**src/hw/rtl/qrpm_pkg.sv**
```systemverilog
// qrpm_pkg: shared constants, register codes and pipeline control type
// for the quad rate pid mixer; no dependencies
`default_nettype none

package qrpm_pkg;

    // fixed-point formats
    localparam int RATE_FRAC_BITS = 4;
    localparam int KI_FRAC_BITS   = 8;

    // field widths
    localparam int WANT_W     = 12;
    localparam int MEAS_W     = 16;
    localparam int PULSE_W    = 12;
    localparam int GAIN_W     = 8;
    localparam int LIMIT_W    = 10;
    localparam int DRIVE_W    = 11;
    localparam int ERR_W      = 14;
    localparam int INTEG_W    = 32;
    localparam int CFG_ADDR_W = 3;
    localparam int CFG_DATA_W = 12;

    // pipeline: five lane stages then the mixer stage
    localparam int NUM_STAGES  = 6;
    localparam int DRIVE_STAGE = 4;
    localparam int MIX_STAGE   = 5;

    // error saturation bounds
    localparam logic signed [ERR_W-1:0] ERR_MAX = 14'sh1FFF;
    localparam logic signed [ERR_W-1:0] ERR_MIN = 14'sh2000;

    // arm handling
    localparam logic [PULSE_W-1:0] ARM_THRESHOLD = 12'd1100;
    localparam logic [PULSE_W-1:0] KILL_PULSE    = 12'd1000;

    // register reset values
    localparam logic [GAIN_W-1:0]  KP_PR_RST     = 8'd2;
    localparam logic [GAIN_W-1:0]  KD_PR_RST     = 8'd18;
    localparam logic [GAIN_W-1:0]  KP_YAW_RST    = 8'd4;
    localparam logic [GAIN_W-1:0]  KD_YAW_RST    = 8'd0;
    localparam logic [GAIN_W-1:0]  KI_RST        = 8'd5;
    localparam logic [LIMIT_W-1:0] AXIS_LIM_RST  = 10'd250;
    localparam logic [PULSE_W-1:0] MIN_PULSE_RST = 12'd1100;
    localparam logic [PULSE_W-1:0] MAX_PULSE_RST = 12'd2000;

    typedef enum logic [CFG_ADDR_W-1:0] {
        CFG_KP_PITCH_ROLL = 3'd0,
        CFG_KD_PITCH_ROLL = 3'd1,
        CFG_KP_YAW        = 3'd2,
        CFG_KD_YAW        = 3'd3,
        CFG_KI_GAIN       = 3'd4,
        CFG_AXIS_LIMIT    = 3'd5,
        CFG_MIN_PULSE     = 3'd6,
        CFG_MAX_PULSE     = 3'd7
    } cfg_reg_t;

    // per-stage load strobes shared by all lanes and the mixer
    typedef struct packed {
        logic [NUM_STAGES-1:0] load;
    } pipe_ctl_t;

endpackage

`default_nettype wire

```
**src/hw/rtl/quad_rate_pid_mixer_unit.sv**
```systemverilog
// throughput: one beat per cycle while m_tready applies no back-pressure, set by the six-stage
// pipeline (three axis lanes of five stages, then the mixer/output register)
// each axis updates its previous error and integrator once per beat, in order
// reset: pipeline empty, integrators and previous errors zero, config at defaults
// top level of the quad rate pid mixer; depends on qrpm_pkg, qrpm_axis, qrpm_mixer
`default_nettype none

module quad_rate_pid_mixer_unit (
    input  wire logic                                  clk,
    input  wire logic                                  rst_n,
    // input stream
    input  wire logic                                  s_tvalid,
    output logic                                       s_tready,
    // want_pitch, want_roll, want_yaw, meas_pitch, meas_roll, meas_yaw,
    // throttle, arm_pulse, zero fill
    input  wire logic [111:0]                          s_tdata,
    // output stream
    output logic                                       m_tvalid,
    input  wire logic                                  m_tready,
    // motor1_pulse, motor2_pulse, motor3_pulse, motor4_pulse,
    // pitch_drive, roll_drive, yaw_drive, zero fill
    output logic [87:0]                                m_tdata,
    // configuration write port
    input  wire logic                                  cfg_we,
    input  wire logic [qrpm_pkg::CFG_ADDR_W-1:0]       cfg_addr,
    input  wire logic [qrpm_pkg::CFG_DATA_W-1:0]       cfg_wdata
);

    localparam int NS  = qrpm_pkg::NUM_STAGES;
    localparam int PW  = qrpm_pkg::PULSE_W;
    localparam int GW  = qrpm_pkg::GAIN_W;
    localparam int DW  = qrpm_pkg::DRIVE_W;
    localparam int WW  = qrpm_pkg::WANT_W;
    localparam int MW  = qrpm_pkg::MEAS_W;
    localparam int NSIDE = qrpm_pkg::MIX_STAGE;

    // config registers
    logic [GW-1:0]                    kp_pr_reg, kd_pr_reg, kp_yaw_reg, kd_yaw_reg, ki_reg;
    logic [qrpm_pkg::LIMIT_W-1:0]     lim_reg;
    logic [PW-1:0]                    min_reg, max_reg;

    // pipeline control
    logic [NS-1:0]        v_reg, v_next;
    logic [NS:0]          rdy;
    qrpm_pkg::pipe_ctl_t  ctl;

    // throttle and arm flag travel beside the lanes
    logic [PW-1:0]        thr_reg [NSIDE];
    logic [NSIDE-1:0]     arm_reg;

    // unpacked input fields
    logic signed [WW-1:0] want_pitch, want_roll, want_yaw;
    logic signed [MW-1:0] meas_pitch, meas_roll, meas_yaw;
    logic [PW-1:0]        throttle, arm_pulse;

    logic signed [DW-1:0] pitch_lane, roll_lane, yaw_lane;
    logic [PW-1:0]        motor1_pulse, motor2_pulse, motor3_pulse, motor4_pulse;
    logic signed [DW-1:0] pitch_drive, roll_drive, yaw_drive;

    assign want_pitch = $signed(s_tdata[11:0]);
    assign want_roll  = $signed(s_tdata[23:12]);
    assign want_yaw   = $signed(s_tdata[35:24]);
    assign meas_pitch = $signed(s_tdata[51:36]);
    assign meas_roll  = $signed(s_tdata[67:52]);
    assign meas_yaw   = $signed(s_tdata[83:68]);
    assign throttle   = s_tdata[95:84];
    assign arm_pulse  = s_tdata[107:96];

    // config write decode
    always_ff @(posedge clk or negedge rst_n)
    begin
        if (!rst_n)
        begin
            kp_pr_reg  <= qrpm_pkg::KP_PR_RST;
            kd_pr_reg  <= qrpm_pkg::KD_PR_RST;
            kp_yaw_reg <= qrpm_pkg::KP_YAW_RST;
            kd_yaw_reg <= qrpm_pkg::KD_YAW_RST;
            ki_reg     <= qrpm_pkg::KI_RST;
            lim_reg    <= qrpm_pkg::AXIS_LIM_RST;
            min_reg    <= qrpm_pkg::MIN_PULSE_RST;
            max_reg    <= qrpm_pkg::MAX_PULSE_RST;
        end
        else if (cfg_we)
        begin
            unique case (qrpm_pkg::cfg_reg_t'(cfg_addr))
                qrpm_pkg::CFG_KP_PITCH_ROLL: kp_pr_reg  <= cfg_wdata[GW-1:0];
                qrpm_pkg::CFG_KD_PITCH_ROLL: kd_pr_reg  <= cfg_wdata[GW-1:0];
                qrpm_pkg::CFG_KP_YAW:        kp_yaw_reg <= cfg_wdata[GW-1:0];
                qrpm_pkg::CFG_KD_YAW:        kd_yaw_reg <= cfg_wdata[GW-1:0];
                qrpm_pkg::CFG_KI_GAIN:       ki_reg     <= cfg_wdata[GW-1:0];
                qrpm_pkg::CFG_AXIS_LIMIT:    lim_reg    <= cfg_wdata[qrpm_pkg::LIMIT_W-1:0];
                qrpm_pkg::CFG_MIN_PULSE:     min_reg    <= cfg_wdata[PW-1:0];
                qrpm_pkg::CFG_MAX_PULSE:     max_reg    <= cfg_wdata[PW-1:0];
                default: ;
            endcase
        end
    end

    // a stage takes a new beat when it is empty or its beat moves on;
    // bubbles collapse so input is taken while a result waits
    always_comb
    begin
        rdy[NS] = m_tready;
        for (int i = NS - 1; i >= 0; i--)
        begin
            rdy[i] = !v_reg[i] || rdy[i+1];
        end
        ctl.load[0] = rdy[0] && s_tvalid;
        v_next[0]   = rdy[0] ? s_tvalid : v_reg[0];
        for (int i = 1; i < NS; i++)
        begin
            ctl.load[i] = rdy[i] && v_reg[i-1];
            v_next[i]   = rdy[i] ? v_reg[i-1] : v_reg[i];
        end
    end

    always_ff @(posedge clk or negedge rst_n)
    begin
        if (!rst_n)
        begin
            v_reg <= '0;
        end
        else
        begin
            v_reg <= v_next;
        end
    end

    // side pipe for throttle and arm decision
    always_ff @(posedge clk)
    begin
        if (ctl.load[0])
        begin
            thr_reg[0] <= throttle;
            arm_reg[0] <= (arm_pulse >= qrpm_pkg::ARM_THRESHOLD);
        end
        for (int i = 1; i < NSIDE; i++)
        begin
            if (ctl.load[i])
            begin
                thr_reg[i] <= thr_reg[i-1];
                arm_reg[i] <= arm_reg[i-1];
            end
        end
    end

    // three axis lanes side by side
    qrpm_axis u_pitch (
        .clk   (clk),
        .rst_n (rst_n),
        .ctl   (ctl),
        .want  (want_pitch),
        .meas  (meas_pitch),
        .kp    (kp_pr_reg),
        .kd    (kd_pr_reg),
        .ki    (ki_reg),
        .limit (lim_reg),
        .drive (pitch_lane)
    );

    qrpm_axis u_roll (
        .clk   (clk),
        .rst_n (rst_n),
        .ctl   (ctl),
        .want  (want_roll),
        .meas  (meas_roll),
        .kp    (kp_pr_reg),
        .kd    (kd_pr_reg),
        .ki    (ki_reg),
        .limit (lim_reg),
        .drive (roll_lane)
    );

    qrpm_axis u_yaw (
        .clk   (clk),
        .rst_n (rst_n),
        .ctl   (ctl),
        .want  (want_yaw),
        .meas  (meas_yaw),
        .kp    (kp_yaw_reg),
        .kd    (kd_yaw_reg),
        .ki    (ki_reg),
        .limit (lim_reg),
        .drive (yaw_lane)
    );

    // merge stage: motor mix, bounds, kill, output register
    qrpm_mixer u_mixer (
        .clk          (clk),
        .rst_n        (rst_n),
        .ctl          (ctl),
        .throttle     (thr_reg[NSIDE-1]),
        .armed        (arm_reg[NSIDE-1]),
        .pitch_in     (pitch_lane),
        .roll_in      (roll_lane),
        .yaw_in       (yaw_lane),
        .min_pulse    (min_reg),
        .max_pulse    (max_reg),
        .motor1_pulse (motor1_pulse),
        .motor2_pulse (motor2_pulse),
        .motor3_pulse (motor3_pulse),
        .motor4_pulse (motor4_pulse),
        .pitch_drive  (pitch_drive),
        .roll_drive   (roll_drive),
        .yaw_drive    (yaw_drive)
    );

    assign s_tready = rdy[0];
    assign m_tvalid = v_reg[NS-1];
    assign m_tdata  = {7'b0000000, yaw_drive, roll_drive, pitch_drive,
                       motor4_pulse, motor3_pulse, motor2_pulse, motor1_pulse};

    a_accept_enters: assert property (@(posedge clk) disable iff (!rst_n)
        s_tvalid && s_tready |=> v_reg[0])
        else $error("accepted beat missing from first stage");

    a_beat_count: assert property (@(posedge clk) disable iff (!rst_n)
        1'b1 |=> ($countones(v_reg) == $past($countones(v_reg))
                  + $past(int'(s_tvalid && s_tready))
                  - $past(int'(m_tvalid && m_tready))))
        else $error("beat lost or duplicated in pipeline");

    a_no_overwrite: assert property (@(posedge clk) disable iff (!rst_n)
        v_reg[NS-1] && !m_tready |=> v_reg[NS-1])
        else $error("waiting result dropped");

endmodule

`default_nettype wire

```
**src/hw/rtl/qrpm_axis.sv**
```systemverilog
// qrpm_axis: one axis lane, rate error through clamped pid drive in five stages
// depends on qrpm_pkg
`default_nettype none

module qrpm_axis (
    input  wire logic                                    clk,
    input  wire logic                                    rst_n,
    input  wire qrpm_pkg::pipe_ctl_t                     ctl,
    input  wire logic signed [qrpm_pkg::WANT_W-1:0]      want,
    input  wire logic signed [qrpm_pkg::MEAS_W-1:0]      meas,
    input  wire logic        [qrpm_pkg::GAIN_W-1:0]      kp,
    input  wire logic        [qrpm_pkg::GAIN_W-1:0]      kd,
    input  wire logic        [qrpm_pkg::GAIN_W-1:0]      ki,
    input  wire logic        [qrpm_pkg::LIMIT_W-1:0]     limit,
    output logic signed      [qrpm_pkg::DRIVE_W-1:0]     drive
);

    localparam int R       = qrpm_pkg::RATE_FRAC_BITS;
    localparam int K       = qrpm_pkg::KI_FRAC_BITS;
    localparam int ERR_W   = qrpm_pkg::ERR_W;
    localparam int INTEG_W = qrpm_pkg::INTEG_W;
    localparam int WSH_W   = qrpm_pkg::WANT_W + R;
    localparam int DIFF_W  = ((WSH_W > qrpm_pkg::MEAS_W) ? WSH_W : qrpm_pkg::MEAS_W) + 1;
    localparam int PROD_W  = qrpm_pkg::GAIN_W + 1 + ERR_W;
    localparam int DPROD_W = PROD_W + 1;
    localparam int PD_W    = DPROD_W + 1;
    localparam int SUM_W   = (((PD_W + K) > INTEG_W) ? (PD_W + K) : INTEG_W) + 1;
    localparam int Q_W     = SUM_W - K;
    localparam int ACC_W   = INTEG_W + 1;

    localparam logic signed [DIFF_W-1:0]  RND  = DIFF_W'((1 << R) - 1);
    localparam logic signed [DIFF_W-1:0]  E_HI = DIFF_W'(qrpm_pkg::ERR_MAX);
    localparam logic signed [DIFF_W-1:0]  E_LO = DIFF_W'(qrpm_pkg::ERR_MIN);
    localparam logic signed [INTEG_W-1:0] I_HI = {1'b0, {(INTEG_W-1){1'b1}}};
    localparam logic signed [INTEG_W-1:0] I_LO = {1'b1, {(INTEG_W-1){1'b0}}};

    // stage 0: error and its difference
    logic signed [DIFF_W-1:0]  d, d_adj, d_q;
    logic signed [ERR_W-1:0]   e_next;
    logic signed [ERR_W:0]     df_next;
    logic signed [ERR_W-1:0]   prev_reg;
    logic signed [ERR_W-1:0]   e1_reg;
    logic signed [ERR_W:0]     df1_reg;

    // stage 1: products
    logic signed [PROD_W-1:0]  pe_next, ie_next;
    logic signed [DPROD_W-1:0] dd_next;
    logic signed [PROD_W-1:0]  pe2_reg, ie2_reg;
    logic signed [DPROD_W-1:0] dd2_reg;

    // stage 2: pd sum and integrator
    logic signed [PD_W-1:0]    pd_next;
    logic signed [ACC_W-1:0]   acc;
    logic signed [INTEG_W-1:0] integ_next;
    logic signed [INTEG_W-1:0] integ_reg;
    logic signed [PD_W-1:0]    pd3_reg;
    logic signed [INTEG_W-1:0] iv3_reg;

    // stage 3: scaled sum
    logic signed [SUM_W-1:0]   sum_next;
    logic signed [SUM_W-1:0]   sum4_reg;

    // stage 4: truncate and clamp
    logic signed [Q_W-1:0]     q_floor, q, lim_p, lim_n;
    logic signed [qrpm_pkg::DRIVE_W-1:0] drive_next;
    logic signed [qrpm_pkg::DRIVE_W-1:0] drive_reg;

    always_comb
    begin
        d     = (DIFF_W'(want) <<< R) - DIFF_W'(meas);
        d_adj = d[DIFF_W-1] ? (d + RND) : d;
        d_q   = d_adj >>> R;
        if (d_q > E_HI)
        begin
            e_next = qrpm_pkg::ERR_MAX;
        end
        else if (d_q < E_LO)
        begin
            e_next = qrpm_pkg::ERR_MIN;
        end
        else
        begin
            e_next = ERR_W'(d_q);
        end
        df_next = (ERR_W+1)'(e_next) - (ERR_W+1)'(prev_reg);
    end

    always_comb
    begin
        pe_next = $signed({1'b0, kp}) * e1_reg;
        ie_next = $signed({1'b0, ki}) * e1_reg;
        dd_next = $signed({1'b0, kd}) * df1_reg;
    end

    // integrator saturates at 32 bits
    always_comb
    begin
        pd_next = PD_W'(pe2_reg) + PD_W'(dd2_reg);
        acc     = ACC_W'(integ_reg) + ACC_W'(ie2_reg);
        if (acc[ACC_W-1] != acc[ACC_W-2])
        begin
            integ_next = acc[ACC_W-1] ? I_LO : I_HI;
        end
        else
        begin
            integ_next = INTEG_W'(acc);
        end
    end

    always_comb
    begin
        sum_next = (SUM_W'(pd3_reg) <<< K) + SUM_W'(iv3_reg);
    end

    // divide by 2^K toward zero, then symmetric clamp
    always_comb
    begin
        q_floor = Q_W'(sum4_reg >>> K);
        q       = (sum4_reg[SUM_W-1] && (|sum4_reg[K-1:0])) ? (q_floor + Q_W'(1)) : q_floor;
        lim_p   = Q_W'($signed({1'b0, limit}));
        lim_n   = -lim_p;
        if (q > lim_p)
        begin
            drive_next = qrpm_pkg::DRIVE_W'(lim_p);
        end
        else if (q < lim_n)
        begin
            drive_next = qrpm_pkg::DRIVE_W'(lim_n);
        end
        else
        begin
            drive_next = qrpm_pkg::DRIVE_W'(q);
        end
    end

    // axis state
    always_ff @(posedge clk or negedge rst_n)
    begin
        if (!rst_n)
        begin
            prev_reg  <= '0;
            integ_reg <= '0;
        end
        else
        begin
            if (ctl.load[0])
            begin
                prev_reg <= e_next;
            end
            if (ctl.load[2])
            begin
                integ_reg <= integ_next;
            end
        end
    end

    // pipeline payload
    always_ff @(posedge clk)
    begin
        if (ctl.load[0])
        begin
            e1_reg  <= e_next;
            df1_reg <= df_next;
        end
        if (ctl.load[1])
        begin
            pe2_reg <= pe_next;
            ie2_reg <= ie_next;
            dd2_reg <= dd_next;
        end
        if (ctl.load[2])
        begin
            pd3_reg <= pd_next;
            iv3_reg <= integ_next;
        end
        if (ctl.load[3])
        begin
            sum4_reg <= sum_next;
        end
        if (ctl.load[qrpm_pkg::DRIVE_STAGE])
        begin
            drive_reg <= drive_next;
        end
    end

    assign drive = drive_reg;

    a_drive_in_limit: assert property (@(posedge clk) disable iff (!rst_n)
        ctl.load[qrpm_pkg::DRIVE_STAGE] |=>
            (drive_reg <= $signed({1'b0, $past(limit)})) &&
            (drive_reg >= -$signed({1'b0, $past(limit)})))
        else $error("axis drive outside its limit");

endmodule

`default_nettype wire

```
**src/hw/rtl/qrpm_mixer.sv**
```systemverilog
// qrpm_mixer: x-layout mix of three axis drives into four bounded motor pulses
// output register stage; depends on qrpm_pkg
`default_nettype none

module qrpm_mixer (
    input  wire logic                                 clk,
    input  wire logic                                 rst_n,
    input  wire qrpm_pkg::pipe_ctl_t                  ctl,
    input  wire logic        [qrpm_pkg::PULSE_W-1:0]  throttle,
    input  wire logic                                 armed,
    input  wire logic signed [qrpm_pkg::DRIVE_W-1:0]  pitch_in,
    input  wire logic signed [qrpm_pkg::DRIVE_W-1:0]  roll_in,
    input  wire logic signed [qrpm_pkg::DRIVE_W-1:0]  yaw_in,
    input  wire logic        [qrpm_pkg::PULSE_W-1:0]  min_pulse,
    input  wire logic        [qrpm_pkg::PULSE_W-1:0]  max_pulse,
    output logic             [qrpm_pkg::PULSE_W-1:0]  motor1_pulse,
    output logic             [qrpm_pkg::PULSE_W-1:0]  motor2_pulse,
    output logic             [qrpm_pkg::PULSE_W-1:0]  motor3_pulse,
    output logic             [qrpm_pkg::PULSE_W-1:0]  motor4_pulse,
    output logic signed      [qrpm_pkg::DRIVE_W-1:0]  pitch_drive,
    output logic signed      [qrpm_pkg::DRIVE_W-1:0]  roll_drive,
    output logic signed      [qrpm_pkg::DRIVE_W-1:0]  yaw_drive
);

    localparam int PW  = qrpm_pkg::PULSE_W;
    localparam int MXW = PW + 3;

    logic signed [MXW-1:0] thr_s, p_s, r_s, y_s, lo_s, hi_s;
    logic signed [MXW-1:0] mix1, mix2, mix3, mix4;
    logic [PW-1:0] m1_next, m2_next, m3_next, m4_next;
    logic [PW-1:0] m1_reg, m2_reg, m3_reg, m4_reg;
    logic signed [qrpm_pkg::DRIVE_W-1:0] pd_reg, rd_reg, yd_reg;

    // upper clamp first, lower clamp last so min wins
    function automatic logic [PW-1:0] bound(input logic signed [MXW-1:0] v,
                                            input logic signed [MXW-1:0] lo,
                                            input logic signed [MXW-1:0] hi);
        logic signed [MXW-1:0] t;
        t = (v > hi) ? hi : v;
        t = (t < lo) ? lo : t;
        return PW'(t);
    endfunction

    always_comb
    begin
        thr_s = $signed({3'b000, throttle});
        lo_s  = $signed({3'b000, min_pulse});
        hi_s  = $signed({3'b000, max_pulse});
        p_s   = MXW'(pitch_in);
        r_s   = MXW'(roll_in);
        y_s   = MXW'(yaw_in);
        mix1  = thr_s - r_s + p_s + y_s;
        mix2  = thr_s - r_s - p_s - y_s;
        mix3  = thr_s + r_s - p_s + y_s;
        mix4  = thr_s + r_s + p_s - y_s;
        if (armed)
        begin
            m1_next = bound(mix1, lo_s, hi_s);
            m2_next = bound(mix2, lo_s, hi_s);
            m3_next = bound(mix3, lo_s, hi_s);
            m4_next = bound(mix4, lo_s, hi_s);
        end
        else
        begin
            m1_next = qrpm_pkg::KILL_PULSE;
            m2_next = qrpm_pkg::KILL_PULSE;
            m3_next = qrpm_pkg::KILL_PULSE;
            m4_next = qrpm_pkg::KILL_PULSE;
        end
    end

    always_ff @(posedge clk)
    begin
        if (ctl.load[qrpm_pkg::MIX_STAGE])
        begin
            m1_reg <= m1_next;
            m2_reg <= m2_next;
            m3_reg <= m3_next;
            m4_reg <= m4_next;
            pd_reg <= pitch_in;
            rd_reg <= roll_in;
            yd_reg <= yaw_in;
        end
    end

    assign motor1_pulse = m1_reg;
    assign motor2_pulse = m2_reg;
    assign motor3_pulse = m3_reg;
    assign motor4_pulse = m4_reg;
    assign pitch_drive  = pd_reg;
    assign roll_drive   = rd_reg;
    assign yaw_drive    = yd_reg;

    a_kill_all: assert property (@(posedge clk) disable iff (!rst_n)
        ctl.load[qrpm_pkg::MIX_STAGE] && !armed |=>
            (m1_reg == qrpm_pkg::KILL_PULSE) && (m2_reg == qrpm_pkg::KILL_PULSE) &&
            (m3_reg == qrpm_pkg::KILL_PULSE) && (m4_reg == qrpm_pkg::KILL_PULSE))
        else $error("disarmed beat without kill pulses");

    a_pulse_bounds: assert property (@(posedge clk) disable iff (!rst_n)
        ctl.load[qrpm_pkg::MIX_STAGE] && armed && (min_pulse <= max_pulse) |=>
            (m1_reg >= $past(min_pulse)) && (m1_reg <= $past(max_pulse)) &&
            (m4_reg >= $past(min_pulse)) && (m4_reg <= $past(max_pulse)))
        else $error("armed motor pulse outside bounds");

endmodule

`default_nettype wire

```
**config.mk**
```make
export PLATFORM = sky130hd
export DESIGN_NAME = quad_rate_pid_mixer_unit
export DESIGN_NICKNAME = d
export VERILOG_FILES = /design/src/hw/rtl/qrpm_pkg.sv /design/src/hw/rtl/quad_rate_pid_mixer_unit.sv /design/src/hw/rtl/qrpm_axis.sv /design/src/hw/rtl/qrpm_mixer.sv
export SDC_FILE = /design/constraint.sdc
export NUM_CORES = 2
export LEC_CHECK = 0
export ABC_AREA = 0
export BUFFER_PORTS_ARGS = -buffer_cell sky130_fd_sc_hd__buf_2
export CAP_MARGIN = 10
export CORE_MARGIN = 2
export CORE_UTILIZATION = 50
export CTS_BUF_LIST = sky130_fd_sc_hd__clkbuf_4 sky130_fd_sc_hd__clkbuf_8
export DETAILED_ROUTE_END_ITERATION = 7
export PLACE_DENSITY = 0.66
export SYNTH_ARGS = -nofsm -noshare
export SYNTH_HDL_FRONTEND = slang
export SYNTH_HIERARCHICAL = 1
export SYNTH_SLANG_ARGS = --single-unit
```
**constraint.sdc**
```tcl
create_clock -name clk -period 11.3 [get_ports clk]
set_clock_uncertainty 0.15 [all_clocks]
set_input_delay 0.565 -clock clk [delete_from_list [all_inputs] [get_ports clk]]
set_output_delay 0.565 -clock clk [all_outputs]
set_load 0.01 [all_outputs]
```
Word-level counts from Yosys, hierarchy flattened:

Memory sizes are Yosys's and may differ from the RTL's.
Cells that the tools add are included.

* memories: 1
* logic and storage cells: 210
* output and inout bits: 90
* bits in writable memories: 60
* register bits: 907

Memories
* thr_reg: words 5, bits a word 12, read ports 5, clocked after memory_dff 0, wr ports 5, line quad_rate_pid_mixer_unit.sv:48 `logic [PW-1:0] thr_reg [NSIDE];`

* equal/unequal tests: 10
* $lt $le $gt $ge: 21
* reductions and logical operators: 33
* add/sub/neg operators: 32
* multipliers: 9
* muxes and demuxes: 42

Operator list (number)
* 32-bit two-way mux: 6
* 9-bit by 14-bit multiplier with 23-bit output: 6
* 33-bit by 32-bit adder with 34-bit output: 3
* 32-bit by 23-bit adder with 33-bit output: 3
* 14-bit two-way mux: 6
* 26-bit by 2-bit adder with 26-bit output, second input constant: 3
* 26-bit by 11-bit > comparator with 1-bit output: 3
* 26-bit less-than comparator: 3
* 26-bit two-way mux: 3
* 23-bit by 24-bit adder with 25-bit output: 3
* 9-bit by 15-bit multiplier with 24-bit output: 3
* 15-bit by 13-bit > comparator with 1-bit output: 4
* 15-bit by 13-bit less-than comparator with 1-bit output: 4
* 15-bit two-way mux: 4
* 17-bit by 5-bit adder with 17-bit output, second input constant: 3
* 17-bit two-way mux: 3
* 16-bit by 16-bit subtractor with 17-bit output: 3
* 12-bit two-way mux: 4
* 14-bit by 14-bit subtractor with 15-bit output: 3
* 13-bit by 14-bit > comparator with 1-bit output, second input constant: 3
* 13-bit by 14-bit less-than comparator with 1-bit output, second input constant: 3
* 11-bit two-way mux: 3
* 14-bit by 11-bit adder with 15-bit output: 2
* 15-bit by 11-bit adder with 15-bit output: 2
* 18 further kinds: 64

Logic depth before layout (Yosys ltp):

* depth in word-level cells: 10
* gate-level depth with buffers: 39
* mapped depth without buffers: 37

Hierarchy:

The synthesis kept the hierarchy.

Modules (own cells, without submodules)
* qrpm_axis at u_roll: instances 1, seq. area each 7186.9 µm², area an instance 27851.7 µm², cells each 2895
* qrpm_axis at u_pitch: instances 1, seq. area each 7186.9 µm², area an instance 27737.9 µm², cells each 2858
* qrpm_axis at u_yaw: instances 1, seq. area each 7186.9 µm², area an instance 27675.3 µm², cells each 2882
* qrpm_mixer: instances 1, seq. area each 2432.3 µm², area an instance 11383.4 µm², cells each 1229
* quad_rate_pid_mixer_unit: instances 1, seq. area each 3981.3 µm², area an instance 5156.2 µm², cells each 265

Least setup slack after synthesis:

No wires, ideal clock.

* path kind: flip-flop to flip-flop
* start: reg u_roll.drive_reg, in the netlist u_roll/drive[0]
* end: reg u_mixer.m2_reg[3], in the netlist u_mixer/motor2_pulse[3], data pin
* stages on the path, launching flop included: 36
* required time: 10891 ps
* slack: 3005 ps
* setup time: 259 ps
* data arrival time: 7886 ps
* buffers on the path: 1
* path through: edfxtp_1 > ha_1 > fa_1 > nor2b_1 > o21ai_0 > a21boi_0 > o21ai_0 > nand2_1 > xnor2_1 > fa_1 > inv_1 > ha_1 > a21o_1 > o32a_1 > o41a_1 > a311o_1 > maj3_1 > a21oi_1 > xnor2_1 > ha_1 > nand3_1 > or2_2 > or4_1 > and2_1 > o311ai_4 > nand2_2 > buf_6 > mux2_2 > ha_1 > and3_1 > nand3_1 > nor3_1 > and3_1 > a21boi_1 > nor3_1 > o31a_1

* word-level cells in the longest chain between the ends: 7

RTL lines
* start: declaration: line qrpm_axis.sv:66 `logic signed [qrpm_pkg::DRIVE_W-1:0] drive_reg;`
* start signal: assignment: line qrpm_axis.sv:182 `drive_reg <= drive_next;`
* 13-bit by 11-bit subtractor with 14-bit output (*): line qrpm_mixer.sv:53 `mix2 = thr_s - r_s - p_s - y_s;`
* 14-bit by 11-bit subtractor with 15-bit output (*): line qrpm_mixer.sv:53
* 15-bit by 11-bit subtractor with 15-bit output (*): line qrpm_mixer.sv:53
* 15-bit by 13-bit > comparator with 1-bit output: line qrpm_mixer.sv:39 `t = (v > hi) ? hi : v;`
* 15-bit two-way mux (*): line qrpm_mixer.sv:39
* 15-bit by 13-bit less-than comparator with 1-bit output: line qrpm_mixer.sv:40 `t = (t < lo) ? lo : t;`
* 12-bit two-way mux (*): line qrpm_mixer.sv:40
* end signal: assignment: line qrpm_mixer.sv:77 `m2_reg <= m2_next;`
* end: declaration: line qrpm_mixer.sv:31 `logic [PW-1:0] m1_reg, m2_reg, m3_reg, m4_reg;`

Every way passes the cells marked *; elsewhere a longest branch is shown, timed or not.
A chain may end at the register's enable or synchronous reset.

Worst setup path in the final report:

* start: reg u_roll.drive_reg, in the netlist u_roll/drive[2]
* end: reg u_mixer.m2_reg[6], in the netlist u_mixer/motor2_pulse[6], data pin

The elaborated chain is that of the path after synthesis.

==> metrics.yaml <==
clock_tree:
  clock_sink_count: 967
  clock_tree.root_cell: "clkbuf_8"
  clk_latency_worst_skew_pair_ps: 950
  clock_buffer_count_from_cts: 172
  tritoncts: "built"
  htree_levels: 4
  worst_setup_hold_path_clk_slew_ps: 60
  clock_path_buffers: 3
timing:
  finalWorstSetupSlack_ps: 1570
  min_period_ps: 9730
  setup_total_negative_slack_ps: 0
  grt_setup_unrepaired: "no"
  timing.hold.ws_ps: 106
  actual_transition_at_the_worst_max_transition_pin_ps: 1430
  slew_violations: 0
  max_freq_mhz: 103
  timing.final.crit_share_pct: 86.1
  slew_headroom_pct: 4.90
  setup_viol_count_final: 0
  timing.final.hold_violations: 0
floorplan:
  floorplan.die.height_um: 451
  dieWidth_um: 451
  core_area_mm2: 0.198
  placement_rows: 163
  die_area_mm2: 0.203
  floorplan.initialDensity_pct: 50.5
  top_level_ports: 222
synthesis:
  proportion_of_synthesized_flip_flops_having_asynchronous_set_or_reset_pct: 22.5
  synth_edf_count: 749
  synth_seq_area_share_pct: 28.0
  synthesis.instances: 10100
  avgSynthCellArea_um2: 9.85
  synth.cell_area_mm2: 0.0998
  yosys_warning_total: 6
  synth-main-ff-cell: "edfxtp_1"
  synth_cell_types: 123
  synth.ff_latch_count: 967
routing:
  drc_errors: 0
  routed_via_density: 5.48
  drt_wl_cell_um: 19.1
  routed_wirelength_um: 251000
  routed-via-count: 72000
  drt_pre_antenna_iters: 6
  drtAntennaViolNets: 0
  drtIter0Drc: 4635
critical_path:
  reg2reg_slack_ps: 1570
  cpMostUsedCell: "ha_1"
  cp-end-kind: "register"
  endpoint_of_the_lowest_slack_register_to_register_path: "u_mixer/motor2_pulse[6]"
  worstSetupStartpointType: "register"
  cp_slowest_stage_delay_ps: 650
  regToRegStartpoint: "u_roll/drive[2]"
  critical_path_class: "register to register"
  path_max_fanout: 13
  critical_path.slowest_cell: "fa_1"
  crit_arrival_ps: 10260
  cp_data_required_time_ps: 11820
  rr_worst_depth: 34
run:
  cap_violations: 0
global_route:
  overflow: 0
  antenna_found_initial: 15
  grt_first_pass_wirelength_um: 400000
  first_global_vias: 73200
  maximum_number_of_pins_on_one_net_before_global_route_repair: 190
  gr-usage-all-layers_pct: 24.8
place:
  final_weighted_congestion_in_routability_driven_placement: 0.936
  pre_cts_setup_slack_ps: 1660
  placement.io_buffers: 208
  detailedPlacementHpwl_um: 197000
final_layout:
  area_growth_pct: 7.97
  flip_flop_count_of_the_largest_register_all_copies_and_words_added: 60
  layout-drive-gt1-share_pct: 8.55
  nets: 12400
run_status:
  run_status: "finished clean"
hold_path:
  worst_hold_path_type: "primary input to async pin"
-- worst max-delay path: cells and delay by family (launching register included) --
family | cells | cell delay, ps
simple gates | 13 | 2840
compound gates | 10 | 2810
fa+ha+maj | 6 | 2380
xor+xnor | 2 | 400
flops | 1 | 380
mux | 1 | 370
buf+inv | 2 | 160
-- Yosys cell counts (20+ instances only) --
cell	number	share of area, %
clkbuf_1	192	0.72
xnor2_1	460	4.0
nor2_1	475	1.8
a21boi_0	41	0.31
nand2_1	775	2.9
nor3_1	140	0.70
a31o_2	20	0.18
nor2b_1	95	0.60
nand3_1	163	0.82
a21oi_1	486	2.4
o211ai_1	36	0.27
a31oi_1	73	0.46
edfxtp_1	749	23
a2111oi_0	22	0.19
or3_1	39	0.24
nand2b_1	90	0.56
and3_1	74	0.46
o31ai_1	40	0.30
or2_2	41	0.26
dfstp_2	22	0.58
o31a_1	24	0.21
mux2_2	170	1.9
o21ai_0	315	1.6
o22ai_1	45	0.28
inv_1	1572	5.9
buf_2	29	0.15
mux2i_1	70	0.70
fa_1	899	18
a211o_1	20	0.18
xor2_1	202	1.8
o21bai_1	54	0.41
a21o_1	165	1.2
ha_1	1026	13
a211oi_1	50	0.38
nor4_1	34	0.21
nand4_1	66	0.41
o21a_1	78	0.59
dfrtp_1	196	4.9
and2_1	738	4.6
-- per-layer routing --
metal  up-vias  routed length [µm]  GRT usage [%]
met5         -                  12              0
met4         2                7910           8.38
met3       347               12300           3.04
met2      1748              115000           40.1
met1     35400              115000           34.4
li1      34500                   -              -
-- cell type report --
class	count	area (µm²)
Multi-Input combinational cell	7356	65000
Sequential cell	967	28000
Inverter	1572	5900
Clock buffer	235	2930
Antenna cell	9	22.5
Fill cell	17500	90100
Tap cell	2640	3300
Timing Repair Buffer	275	1640
Clock inverter	85	998
-- cells by family after synthesis --
kind of cell | share of synthesized area [%]
AO/OA/AOI/OAI | 10.9
AND/OR/NAND/NOR | 14.6
XOR/XNOR | 5.87
multiplexers | 2.64
flip-flops | 28.0
other | 0.00376
buffers and inverters | 6.92
adder cells (fa/ha/maj) | 31.0
-- repair_timing --
action	in CTS	in global routing
setup endpoints to repair	0	0
setup buffers	0	0
hold buffers	22	0
resized for setup	0	0
hold endpoints to repair	104	0
-- layout by cell type (no fill, tap or decap), drive strengths merged, types with 171 or more instances in the layout --
cell and count:
edfxtp 749, xnor2 463, fa 899, nand2 777
mux2 171, clkbuf 235, dfrtp 196, a21oi 497
inv 1584, ha 1026, and2 742, nor2 476
xor2 202, o21ai 329, buf 253
-- how the worst max path moves through the flow --
stage	cells after the start	endpoint	slack [ps]	from
final	34	u_mixer/motor2_pulse[6]	1570	u_roll/drive[2]
after global routing	34	u_mixer/motor2_pulse[5]	1040	u_roll/drive[2]
after CTS	34	u_mixer/motor2_pulse[6]	1630	u_roll/drive[2]
after detailed placement	34	u_mixer/motor2_pulse[6]	1660	u_roll/drive[0]
after global placement	34	u_mixer/motor2_pulse[3]	1740	u_roll/drive[0]
after floorplan	35	u_mixer/motor2_pulse[3]	3000	u_roll/drive[0]
-- per-stage QoR --
step	cells	utilization, %	cell area (µm²)
3_5_place_dp	12800	52.4	104000
3_3_place_gp	12800	52.4	104000
2_1_floorplan	10100	-	99800
4_1_cts	13100	54.5	108000
6_report	13100	54.5	108000
5_1_grt	13100	54.5	108000
Power is not shown: default switching activity piles up to over one toggle a cycle in this logic, so the estimate is an artifact.
